`src/rtl/mexp_pkg.sv`:
```
`timescale 1ns / 1ps
// ----------------------------------------------------------------------------
// mexp_pkg
// Shared constants and types of the modular exponentiation unit.
// ----------------------------------------------------------------------------
package mexp_pkg;

   localparam int WIDTH_DEFAULT = 32;
   localparam int FIELD_W       = 32;

   localparam logic CSR_EXPONENT = 1'b0;
   localparam logic CSR_MODULUS  = 1'b1;

   typedef enum logic [2:0] {
      ST_IDLE,
      ST_REDUCE,
      ST_MUL_START,
      ST_MUL_RUN,
      ST_SQR_START,
      ST_SQR_RUN,
      ST_DONE
   } state_type;

endpackage

```
`src/rtl/mexp_cell.sv`:
```
`timescale 1ns / 1ps
// ----------------------------------------------------------------------------
// mexp_cell
// One cell of the multiplier chain: holds one accumulator step.
// Doubles the incoming residue mod m and adds the addend if its bit is set.
// ----------------------------------------------------------------------------
module mexp_cell #(
   parameter int WIDTH = mexp_pkg::WIDTH_DEFAULT
) (
   input  logic             clock,
   input  logic             en,
   input  logic [WIDTH-1:0] acc_i,
   input  logic [WIDTH-1:0] addend,
   input  logic [WIDTH-1:0] modulus,
   input  logic             bit_i,
   output logic [WIDTH-1:0] acc_ff
);

   logic [WIDTH-1:0] acc_in;
   logic [WIDTH:0]   dbl;
   logic [WIDTH-1:0] dbl_r;
   logic [WIDTH:0]   sum;

   always_comb begin
      dbl   = {acc_i, 1'b0};
      dbl_r = (dbl >= {1'b0, modulus}) ? WIDTH'(dbl - {1'b0, modulus}) : dbl[WIDTH-1:0];
      sum   = {1'b0, dbl_r} + {1'b0, addend};
      if (bit_i) begin
         acc_in = (sum >= {1'b0, modulus}) ? WIDTH'(sum - {1'b0, modulus}) : sum[WIDTH-1:0];
      end else begin
         acc_in = dbl_r;
      end
   end

   always_ff @(posedge clock) begin
      if (en) begin
         acc_ff <= acc_in;
      end
   end

endmodule

```
`src/rtl/mexp_chain.sv`:
```
`timescale 1ns / 1ps
// ----------------------------------------------------------------------------
// mexp_chain
// Modular multiplier: a row of two cells, the second fed by the first and the
// first fed back from the second, one cell active per cycle, MSB first.
// done marks when product holds the finished result.
// ----------------------------------------------------------------------------
module mexp_chain #(
   parameter int WIDTH = mexp_pkg::WIDTH_DEFAULT
) (
   input  logic             clock,
   input  logic             reset,
   input  logic             start,
   input  logic [WIDTH-1:0] a,
   input  logic [WIDTH-1:0] b,
   input  logic [WIDTH-1:0] modulus,
   output logic             done,
   output logic [WIDTH-1:0] product
);

   localparam int STEPS = (WIDTH + 1) / 2;
   localparam int CNT_W = $clog2(STEPS + 1);
   localparam int BW    = 2 * STEPS;

   logic [BW-1:0]    b_ff, b_in;
   logic [WIDTH-1:0] a_ff, a_in;
   logic [CNT_W-1:0] cnt_ff, cnt_in;
   logic             run_ff, run_in;
   logic             phase_ff, phase_in;
   logic             done_ff, done_in;
   logic             en0, en1, bit1;
   logic [WIDTH-1:0] c0_acc, c1_acc, c1_src;

   // clear cell1 on start so cell0 begins from zero
   assign en0    = run_ff && !phase_ff;
   assign en1    = start || (run_ff && phase_ff);
   assign c1_src = start ? '0 : c0_acc;
   assign bit1   = start ? 1'b0 : b_ff[BW-2];

   mexp_cell #(.WIDTH(WIDTH)) u_cell0 (
      .clock(clock), .en(en0), .acc_i(c1_acc), .addend(a_ff), .modulus(modulus),
      .bit_i(b_ff[BW-1]), .acc_ff(c0_acc)
   );

   mexp_cell #(.WIDTH(WIDTH)) u_cell1 (
      .clock(clock), .en(en1), .acc_i(c1_src), .addend(a_ff), .modulus(modulus),
      .bit_i(bit1), .acc_ff(c1_acc)
   );

   // advance two multiplier bits after each cell1 step
   always_comb begin
      b_in     = b_ff;
      a_in     = a_ff;
      cnt_in   = cnt_ff;
      run_in   = run_ff;
      phase_in = phase_ff;
      done_in  = 1'b0;
      if (start) begin
         b_in     = BW'(b);
         a_in     = a;
         cnt_in   = CNT_W'(STEPS);
         run_in   = 1'b1;
         phase_in = 1'b0;
      end else if (run_ff) begin
         phase_in = !phase_ff;
         if (phase_ff) begin
            b_in   = {b_ff[BW-3:0], 2'b00};
            cnt_in = cnt_ff - 1'b1;
            if (cnt_ff == CNT_W'(1)) begin
               run_in  = 1'b0;
               done_in = 1'b1;
            end
         end
      end
   end

   always_ff @(posedge clock) begin
      if (reset) begin
         run_ff   <= 1'b0;
         phase_ff <= 1'b0;
         done_ff  <= 1'b0;
      end else begin
         run_ff   <= run_in;
         phase_ff <= phase_in;
         done_ff  <= done_in;
      end
      b_ff   <= b_in;
      a_ff   <= a_in;
      cnt_ff <= cnt_in;
   end

   assign done    = done_ff;
   assign product = c1_acc;

endmodule

```
`src/rtl/modular_exponentiation_unit.sv`:
```
`timescale 1ns / 1ps
// ----------------------------------------------------------------------------
// modular_exponentiation_unit
// base^exponent mod modulus by right-to-left square-and-multiply.
// ----------------------------------------------------------------------------
// channel  ports                         transfer
// req      start, busy, req_base_value   start && !busy
// rsp      rsp_valid, rsp_power_mod      rsp_valid (one cycle)
// csr      csr_valid, csr_ready, csr_*   csr_valid && csr_ready
// One item takes (1 + WIDTH + set exponent bits) multiplications in the cell
// chain; a modulus of one or zero takes none and goes straight to the result.
// Reset is synchronous; the receiver cannot stall, a result shows one cycle.
// ----------------------------------------------------------------------------
module modular_exponentiation_unit #(
   parameter int WIDTH = mexp_pkg::WIDTH_DEFAULT
) (
   input  logic                         clock,
   input  logic                         reset,
   input  logic                         start,
   output logic                         busy,
   input  logic [mexp_pkg::FIELD_W-1:0] req_base_value,
   output logic                         rsp_valid,
   output logic [mexp_pkg::FIELD_W-1:0] rsp_power_mod,
   input  logic                         csr_valid,
   output logic                         csr_ready,
   input  logic                         csr_index,
   input  logic [mexp_pkg::FIELD_W-1:0] csr_data
);

   localparam int BIT_W = $clog2(WIDTH);

   mexp_pkg::state_type state_ff, state_in;
   logic [mexp_pkg::FIELD_W-1:0] exp_ff, mod_ff;
   logic [WIDTH-1:0] m, e_sh_ff, e_sh_in, sq_ff, sq_in, acc_ff, acc_in;
   logic [BIT_W-1:0] bit_ff, bit_in;
   logic mul_start, mul_done;
   logic [WIDTH-1:0] mul_a, mul_b, prod;
   logic small_mod;
   logic red_ff, red_in;

   assign m         = WIDTH'(mod_ff);
   assign small_mod = (m <= WIDTH'(1));
   assign csr_ready = 1'b1;

   always_ff @(posedge clock) begin
      if (reset) begin
         exp_ff <= '0;
         mod_ff <= mexp_pkg::FIELD_W'(1);
      end else if (csr_valid) begin
         if (csr_index == mexp_pkg::CSR_EXPONENT) begin
            exp_ff <= csr_data;
         end else begin
            mod_ff <= csr_data;
         end
      end
   end

   // operands: base * 1 mod m to reduce, acc * sq to multiply, sq * sq to square
   assign mul_a = (state_ff == mexp_pkg::ST_REDUCE) ? WIDTH'(1) :
                  (state_ff == mexp_pkg::ST_MUL_START) ? acc_ff : sq_ff;
   assign mul_b = sq_ff;
   assign mul_start = (state_ff == mexp_pkg::ST_REDUCE) ||
                      (state_ff == mexp_pkg::ST_MUL_START) ||
                      (state_ff == mexp_pkg::ST_SQR_START);

   mexp_chain #(.WIDTH(WIDTH)) u_chain (
      .clock(clock), .reset(reset), .start(mul_start), .a(mul_a), .b(mul_b),
      .modulus(m), .done(mul_done), .product(prod)
   );

   // reduction stage: a=1 never exceeds m only when m>1, guaranteed here
   always_comb begin
      state_in = state_ff;
      e_sh_in  = e_sh_ff;
      sq_in    = sq_ff;
      acc_in   = acc_ff;
      bit_in   = bit_ff;
      red_in   = red_ff;
      case (state_ff)
         mexp_pkg::ST_IDLE: begin
            if (start) begin
               sq_in   = WIDTH'(req_base_value);
               e_sh_in = WIDTH'(exp_ff);
               acc_in  = WIDTH'(1);
               bit_in  = '0;
               red_in  = 1'b1;
               state_in = small_mod ? mexp_pkg::ST_DONE : mexp_pkg::ST_REDUCE;
               if (small_mod) acc_in = '0;
            end
         end
         mexp_pkg::ST_REDUCE:    state_in = mexp_pkg::ST_SQR_RUN;
         mexp_pkg::ST_MUL_START: state_in = mexp_pkg::ST_MUL_RUN;
         mexp_pkg::ST_MUL_RUN: begin
            if (mul_done) begin
               acc_in   = prod;
               state_in = mexp_pkg::ST_SQR_START;
            end
         end
         mexp_pkg::ST_SQR_START: state_in = mexp_pkg::ST_SQR_RUN;
         mexp_pkg::ST_SQR_RUN: begin
            if (mul_done) begin
               sq_in = prod;
               if (red_ff) begin
                  red_in   = 1'b0;
                  state_in = e_sh_ff[0] ? mexp_pkg::ST_MUL_START : mexp_pkg::ST_SQR_START;
               end else if (bit_ff == BIT_W'(WIDTH - 1)) begin
                  state_in = mexp_pkg::ST_DONE;
               end else begin
                  bit_in   = bit_ff + 1'b1;
                  e_sh_in  = e_sh_ff >> 1;
                  state_in = e_sh_ff[1] ? mexp_pkg::ST_MUL_START
                                        : mexp_pkg::ST_SQR_START;
               end
            end
         end
         mexp_pkg::ST_DONE: state_in = mexp_pkg::ST_IDLE;
         default:           state_in = mexp_pkg::ST_IDLE;
      endcase
   end

   always_ff @(posedge clock) begin
      if (reset) begin
         state_ff <= mexp_pkg::ST_IDLE;
      end else begin
         state_ff <= state_in;
      end
      e_sh_ff <= e_sh_in;
      sq_ff   <= sq_in;
      acc_ff  <= acc_in;
      bit_ff  <= bit_in;
      red_ff  <= red_in;
   end

   always_comb begin
      busy      = (state_ff != mexp_pkg::ST_IDLE);
      rsp_valid = (state_ff == mexp_pkg::ST_DONE);
   end

   assign rsp_power_mod = mexp_pkg::FIELD_W'(acc_ff);

   a_done_one: assert property (@(posedge clock) disable iff (reset)
      rsp_valid |=> !rsp_valid) else $error("result held two cycles");
   a_small_zero: assert property (@(posedge clock) disable iff (reset)
      (rsp_valid && small_mod) |-> (acc_ff == '0)) else $error("modulus one not zero");
   a_acc_range: assert property (@(posedge clock) disable iff (reset)
      (rsp_valid && !small_mod) |-> (acc_ff < m)) else $error("result not reduced");

endmodule

```
`config.mk`:
```
export PLATFORM = sky130hd
export DESIGN_NAME = modular_exponentiation_unit
export DESIGN_NICKNAME = d
export VERILOG_FILES = /design/src/rtl/mexp_pkg.sv /design/src/rtl/mexp_cell.sv /design/src/rtl/mexp_chain.sv /design/src/rtl/modular_exponentiation_unit.sv
export SDC_FILE = /design/constraint.sdc
export NUM_CORES = 1
export LEC_CHECK = 0
export ABC_AREA = 1
export BUFFER_PORTS_ARGS = -buffer_cell sky130_fd_sc_hd__buf_2
export CAP_MARGIN = 20
export CORE_MARGIN = 5
export CORE_UTILIZATION = 45
export CTS_BUF_LIST = sky130_fd_sc_hd__clkbuf_8 sky130_fd_sc_hd__clkbuf_16
export DETAILED_ROUTE_END_ITERATION = 16
export HOLD_SLACK_MARGIN = 0.1
export SLEW_MARGIN = 20
export SYNTH_ARGS = -nofsm -noshare
export SYNTH_HDL_FRONTEND = slang
export SYNTH_SLANG_ARGS = --single-unit
```
`constraint.sdc`:
```
create_clock -name clock -period 5.55 [get_ports clock]
set_input_delay 1.665 -clock clock [delete_from_list [all_inputs] [get_ports clock]]
set_output_delay 1.665 -clock clock [all_outputs]
set_load 0.01 [all_outputs]
```
==> results of run 1 <==
## logic make-up (layout without fill, tap and decap cells)
kind of cell | count (synthesis) | in the layout | synth area share
DFF | 305 | 305 | 0.329
other | 1 | 2 | 0.000147
buffers and inverters | 527 | 1703 | 0.0808
AOI/OAI and AO/OA | 670 | 670 | 0.145
xor gates and xnor gates | 140 | 140 | 0.0480
adders and majority gates | 201 | 201 | 0.100
and+or+nand+nor | 1839 | 1841 | 0.297
## area by class of cell
cell class / instances / share of cell area
multi-input cells: 2853 / 0.456
repair buffers: 1208 / 0.237
flip-flops and latches: 305 / 0.211
inverters: 427 / 0.0406
clock buffers: 42 / 0.0252
well taps: 756 / 0.0237
clock inverters: 26 / 0.00671
diodes: 1 / 0.0000627
## what timing repair did
item	CTS	global route
pin swaps	61	132
setup endpoints to repair	64	64
resized for setup	196	394
hold buffers	0	0
gates cloned	7	6
setup buffers	37	43
## synth_stat cells (all sizes together) (13+ instances only)
cell,number
inv,426
nor4,14
nor2,411
xor2,84
o21bai,13
o21ai,285
a21boi,14
dfxtp,75
edfxtp,230
nor3,49
nand2,1037
and2,21
a21oi,259
nand3,240
clkbuf,68
xnor2,56
a21o,24
nand3b,18
o211ai,24
a31oi,19
buf,32
ha,195
nand4,41
## per-layer routing
metal / global-route usage / vias to the layer above / wire, µm
li1: - / 14600 / -
met1: 0.516 / 14000 / 50800
met2: 0.558 / 1406 / 51300
met3: 0.0715 / 294 / 11100
met4: 0.187 / 8 / 7220
met5: 0 / - / 46
## metrics by stage
stage,hold slack (ns),utilization,instances,setup TNS [ns],instance area [µm²]
2_1_floorplan,0.443,-,3683,-2.14,26300
5_1_grt,0.517,0.709,5617,-73.39,39900
3_5_place_dp,0.460,0.623,5459,-88.02,35100
6_report,0.477,0.709,5618,-59.19,39900
3_3_place_gp,0.451,0.623,5458,-85.31,35000
4_1_cts,0.478,0.671,5570,-62.22,37800
## critical path, delay by kind of cell, from the launching register on
| kind | cells | cell delay (ns) |
|---|---|---|
| AO/OA/AOI/OAI | 4 | 0.87 |
| adder cells (fa/ha/maj) | 4 | 1.03 |
| buffers and inverters | 12 | 1.29 |
| flip-flops | 1 | 0.36 |
| AND/OR/NAND/NOR | 26 | 2.92 |
## registers in the layout, indices dropped and copies added (netlist names), 3 cells and up
signal,cells
e_sh_ff,32
exp_ff,32
m,32
mul_b,32
rsp_power_mod,32
u_chain.a_ff,32
u_chain.b_ff,32
u_chain.u_cell0.acc_ff,32
u_chain.u_cell1.acc_ff,32
bit_ff,5
u_chain.cnt_ff,5
state_ff,3
## final timing paths
check / start / endpoint / slack, ns / cells past startpoint
max reg2reg: state_ff[1] / u_chain.u_cell1.acc_ff[4] / -1.24 / 46
max: state_ff[1] / u_chain.u_cell1.acc_ff[4] / -1.24 / 46
min reg2reg: u_chain.cnt_ff[2] / u_chain.cnt_ff[2] / 0.48 / 2
min: u_chain.cnt_ff[2] / u_chain.cnt_ff[2] / 0.48 / 2
==> out/results.ini, run 1 <==
[worst_setup_path]
endpoint_kind = register
crit_type = reg -> reg
worstPathArrival_ns = 7.11
start_kind = register
cp_slowest_cell = dfxtp_4
slowest_delay_ns = 0.36
critical_path.max_fanout = 7
worstPathRequired_ns = 5.87
cpMostUsedCell = nand2_2

[grt]
grtUsageTotal = 0.373
antenna_found_initial = 5
grt_pass1_vias = 28000
overflow = 0
grt_pass1_wl_mm = 172
grt_max_degree = 66

[floorplanning]
die_w_um = 248
pin_count = 104
start_util = 0.454
die_h_um = 248
fp.coreArea_um2 = 56300
rows = 87
dieArea_um2 = 61700

[final_layout]
syn_to_final_growth_pct = 56.2
seqCellArea_um2 = 8420
mostFrequentLayoutCell = buf_4
nFillCells = 4788
drive_gt1_frac = 0.371
final_nets = 5102
multi_input_area_um2 = 18200
mostFrequentLayoutCells = buf_4 (1051), nand2_1 (902), inv_1 (383)

[logic_synthesis]
async_flop_share = 0
synth_area_leaders = edfxtp_1 (27%), nand2_1 (15%), ha_1 (9.5%)
synth_edf_count = 230
syn_inst = 3683
ys_warn_count = 0
synth_top_area_cell = edfxtp_1
yosys_most_used_dff = edfxtp_1
synth_nets = 3953
synth-seq-cells = 305
synth_top_cell_area_share = 0.270
yosysSeqAreaShare = 0.329
syn-cell-area_um2 = 25600
ys_types = 56
syn_avg_cell_area_um2 = 6.94

[clock_tree]
worstSkewPairLatency_ns = 0.57
htreeDepth = 2
cts_tree = done
cts_sinks = 305
cts_root_buffer = clkbuf_16
clock_path_buffers = 3
numCtsBuffers = 37
clkTransAtPathRegs_ns = 0.06

[drt]
route.detailed.drc = 0
dr.pass1.iters = 6
ant_nets = 0
routedWlPerCell_um = 21.4
vias = 30300
wl_mm = 120
drtIter0Drc = 3151
via_per_inst = 5.40

[place]
portBuffers = 102
pre_cts_ws_ns = -1.67
dp_hpwl_mm = 95.5
gp_congestion = 1.02

[sta]
setup_ws_ns = -1.24
hold_violations = 0
fin_skew_ns = 0.0213
timing.final.crit_share = 1.22
relSlewSlack = 0.238
clock.fmax_mhz = 147
period_needed_ns = 6.79
report.final.slew_viol_count = 0
tightest_slew_ns = 1.13
rsz0062_at_grt = true
setup_violations = 64

[run]
maxCapViolCount = 0

[run_status]
failed_checks = setup timing
run_status = finished with violations

[hold_path]
hold_path.class = reg -> reg

Power of run 1 is left out: the tool's default activity adds up to more than one toggle a clock period on the data nets, which glitch-free logic cannot reach.
==> run 2: changes to the inputs <==
- BUFFER_PORTS_ARGS: -buffer_cell sky130_fd_sc_hd__buf_2 -> -buffer_cell sky130_fd_sc_hd__buf_4
==> run 2 against run 1 <==
The run still ends with setup timing left. Register-to-register slack better by 0.03 ns. Setup slack better by 0.034 ns. Critical path depth is 1 lower. First-iteration DRC count is 2.6% higher. Cell count is 0.91% lower. Sequential share of layout area is 0.47 points higher. Worst hold slack worse by 0.0040 ns. Clock skew is 0.0074 ns higher. Die area stayed put. Flip-flop and latch count stayed put. Fmax is 0.50% higher. Wire length is 1.1% lower. Critical path type unchanged.
==> out/results.ini, run 2 (synthesis gave the netlist of run 1 again) <==
[drt]
dr.pass1.iters = 5  ; -1
route.detailed.drc = 0  ; unchanged
vias = 29800  ; -1.6%
via_per_inst = 5.36  ; -0.69%
wl_mm = 119  ; -1.1%
drtIter0Drc = 3232  ; +2.6%
ant_nets = 0  ; unchanged
routedWlPerCell_um = 21.4  ; -0.20%

[floorplanning]
fp.coreArea_um2 = 56300  ; unchanged
dieArea_um2 = 61700  ; unchanged
pin_count = 104  ; unchanged
rows = 87  ; unchanged
start_util = 0.454  ; unchanged
die_h_um = 248  ; unchanged
die_w_um = 248  ; unchanged

[sta]
relSlewSlack = 0.222  ; -0.0166
setup_violations = 64  ; unchanged
timing.final.crit_share = 1.22  ; -0.00614
report.final.slew_viol_count = 0  ; unchanged
hold_violations = 0  ; unchanged
period_needed_ns = 6.76  ; -0.0341 ns
rsz0062_at_grt = true
tightest_slew_ns = 1.16  ; +0.0247 ns
fin_skew_ns = 0.0286  ; +0.00739 ns
clock.fmax_mhz = 148  ; +0.50%
setup_ws_ns = -1.21  ; +0.0341 ns
finalSetupTns_ns = -61.47  ; -2.29 ns

[place]
pre_cts_ws_ns = -1.51  ; +0.161 ns
gp_congestion = 1.06  ; +3.8%
dp_cells = 5428  ; -0.57%
placed_area_um2 = 35100  ; about the same
portBuffers = 102  ; unchanged
dp_hpwl_mm = 95.4  ; about the same

[worst_setup_path]
worstPathRequired_ns = 5.86  ; about the same
start_kind = register
cp_slowest_cell = dfxtp_4
r2r_start = state_ff[2]
critical_path.max_fanout = 7  ; unchanged
reg2reg_slack_ns = -1.21  ; +0.03 ns
crit_type = reg -> reg
slowest_delay_ns = 0.37  ; about the same
worstPathArrival_ns = 7.06  ; -0.05 ns
cpMostUsedCell = nand2_1
r2r_cells = 45  ; -2.2%
endpoint_kind = register
r2r-end = u_chain.u_cell1.acc_ff[15]

[grt]
overflow = 0  ; unchanged
grtUsageTotal = 0.365  ; -0.00785
grt_pass1_vias = 27400  ; -2.0%
grt_max_degree = 66  ; unchanged
antenna_found_initial = 4  ; -1
grt_pass1_wl_mm = 169  ; -1.8%

[hold_path]
whs_endpoint = u_chain.cnt_ff[2]
min_from = u_chain.cnt_ff[2]
hold_path.class = reg -> reg
hold-path-cell-count = 2  ; unchanged

[final_layout]
mostFrequentLayoutCells = buf_4 (1118), nand2_1 (924), inv_1 (403)
antennaDiodeCount = 0  ; -1
stdcell_area_um2 = 39100  ; -2.2%
drive_gt1_frac = 0.355  ; -0.0165
syn_to_final_growth_pct = 52.8
instances_no_fill = 5567  ; -0.91%
final_nets = 5053  ; -0.96%
mostFrequentLayoutCell = buf_4

[clock_tree]
cts_sinks = 305  ; unchanged
cts_tree = done
ctsHoldBuffers = 0  ; unchanged
numCtsBuffers = 37  ; unchanged
htreeDepth = 2  ; unchanged
clock_path_buffers = 3  ; unchanged
clkTransAtPathRegs_ns = 0.06  ; about the same
worstSkewPairLatency_ns = 0.57  ; about the same
cts_root_buffer = clkbuf_16

[run_status]
run_status = finished with violations
failed_checks = setup timing

[run]
maxCapViolCount = 0  ; unchanged

## run 2: area by class of cell
| type | count | area (µm²) |
|---|---|---|
| multi-input cells | 2852 | 17800 |
| fillers | 4936 | 17200 |
| repair buffers | 1160 | 9100 |
| flip-flops and latches | 305 | 8420 |
| inverters | 427 | 1620 |
| clock buffers | 40 | 978 |
| well taps | 756 | 946 |
| clock inverters | 27 | 196 |
## run 2: metrics by stage
step,util,hold slack [ns]
floorplan,-,0.443
global placement,0.623,0.455
detailed placement,0.623,0.462
CTS,0.656,0.474
global route,0.694,0.508
finish,0.694,0.473
## run 2: worst max-delay path: cells and delay by family (launching register included)
kind | cells | cell delay, ns
simple gates | 24 | 2.63
buf+inv | 12 | 1.42
compound gates | 5 | 1.06
fa+ha+maj | 4 | 1.00
flops | 1 | 0.37
## run 2: worst max-delay path by stage
stage / startpoint / slack [ns] / endpoint / cells after the start
floorplan: state_ff[0] / -0.08 / u_chain.u_cell1.acc_ff[29] / 44
global placement: state_ff[2] / -1.45 / u_chain.u_cell1.acc_ff[0] / 39
detailed placement: state_ff[0] / -1.51 / u_chain.u_cell1.acc_ff[0] / 44
CTS: state_ff[0] / -0.99 / u_chain.u_cell1.acc_ff[26] / 42
global route: state_ff[0] / -1.53 / u_chain.u_cell1.acc_ff[26] / 48
finish: state_ff[2] / -1.21 / u_chain.u_cell1.acc_ff[15] / 45
## run 2: what timing repair did
action,CTS,global route
endpoints found under the setup margin,64,64
gates resized for setup,105,408
gates cloned,2,10
setup buffers,26,38
pin swaps,20,98
## run 2: per-layer routing
metal / global-route usage / share of wire / vias to the layer above
met3: 0.0771 / 0.091 / 294
met4: 0.150 / 0.056 / 8
met1: 0.502 / 0.43 / 13800
met5: 0 / 0.00047 / -
li1: - / - / 14500
met2: 0.561 / 0.43 / 1287
Power of run 2 is left out for the same reason.
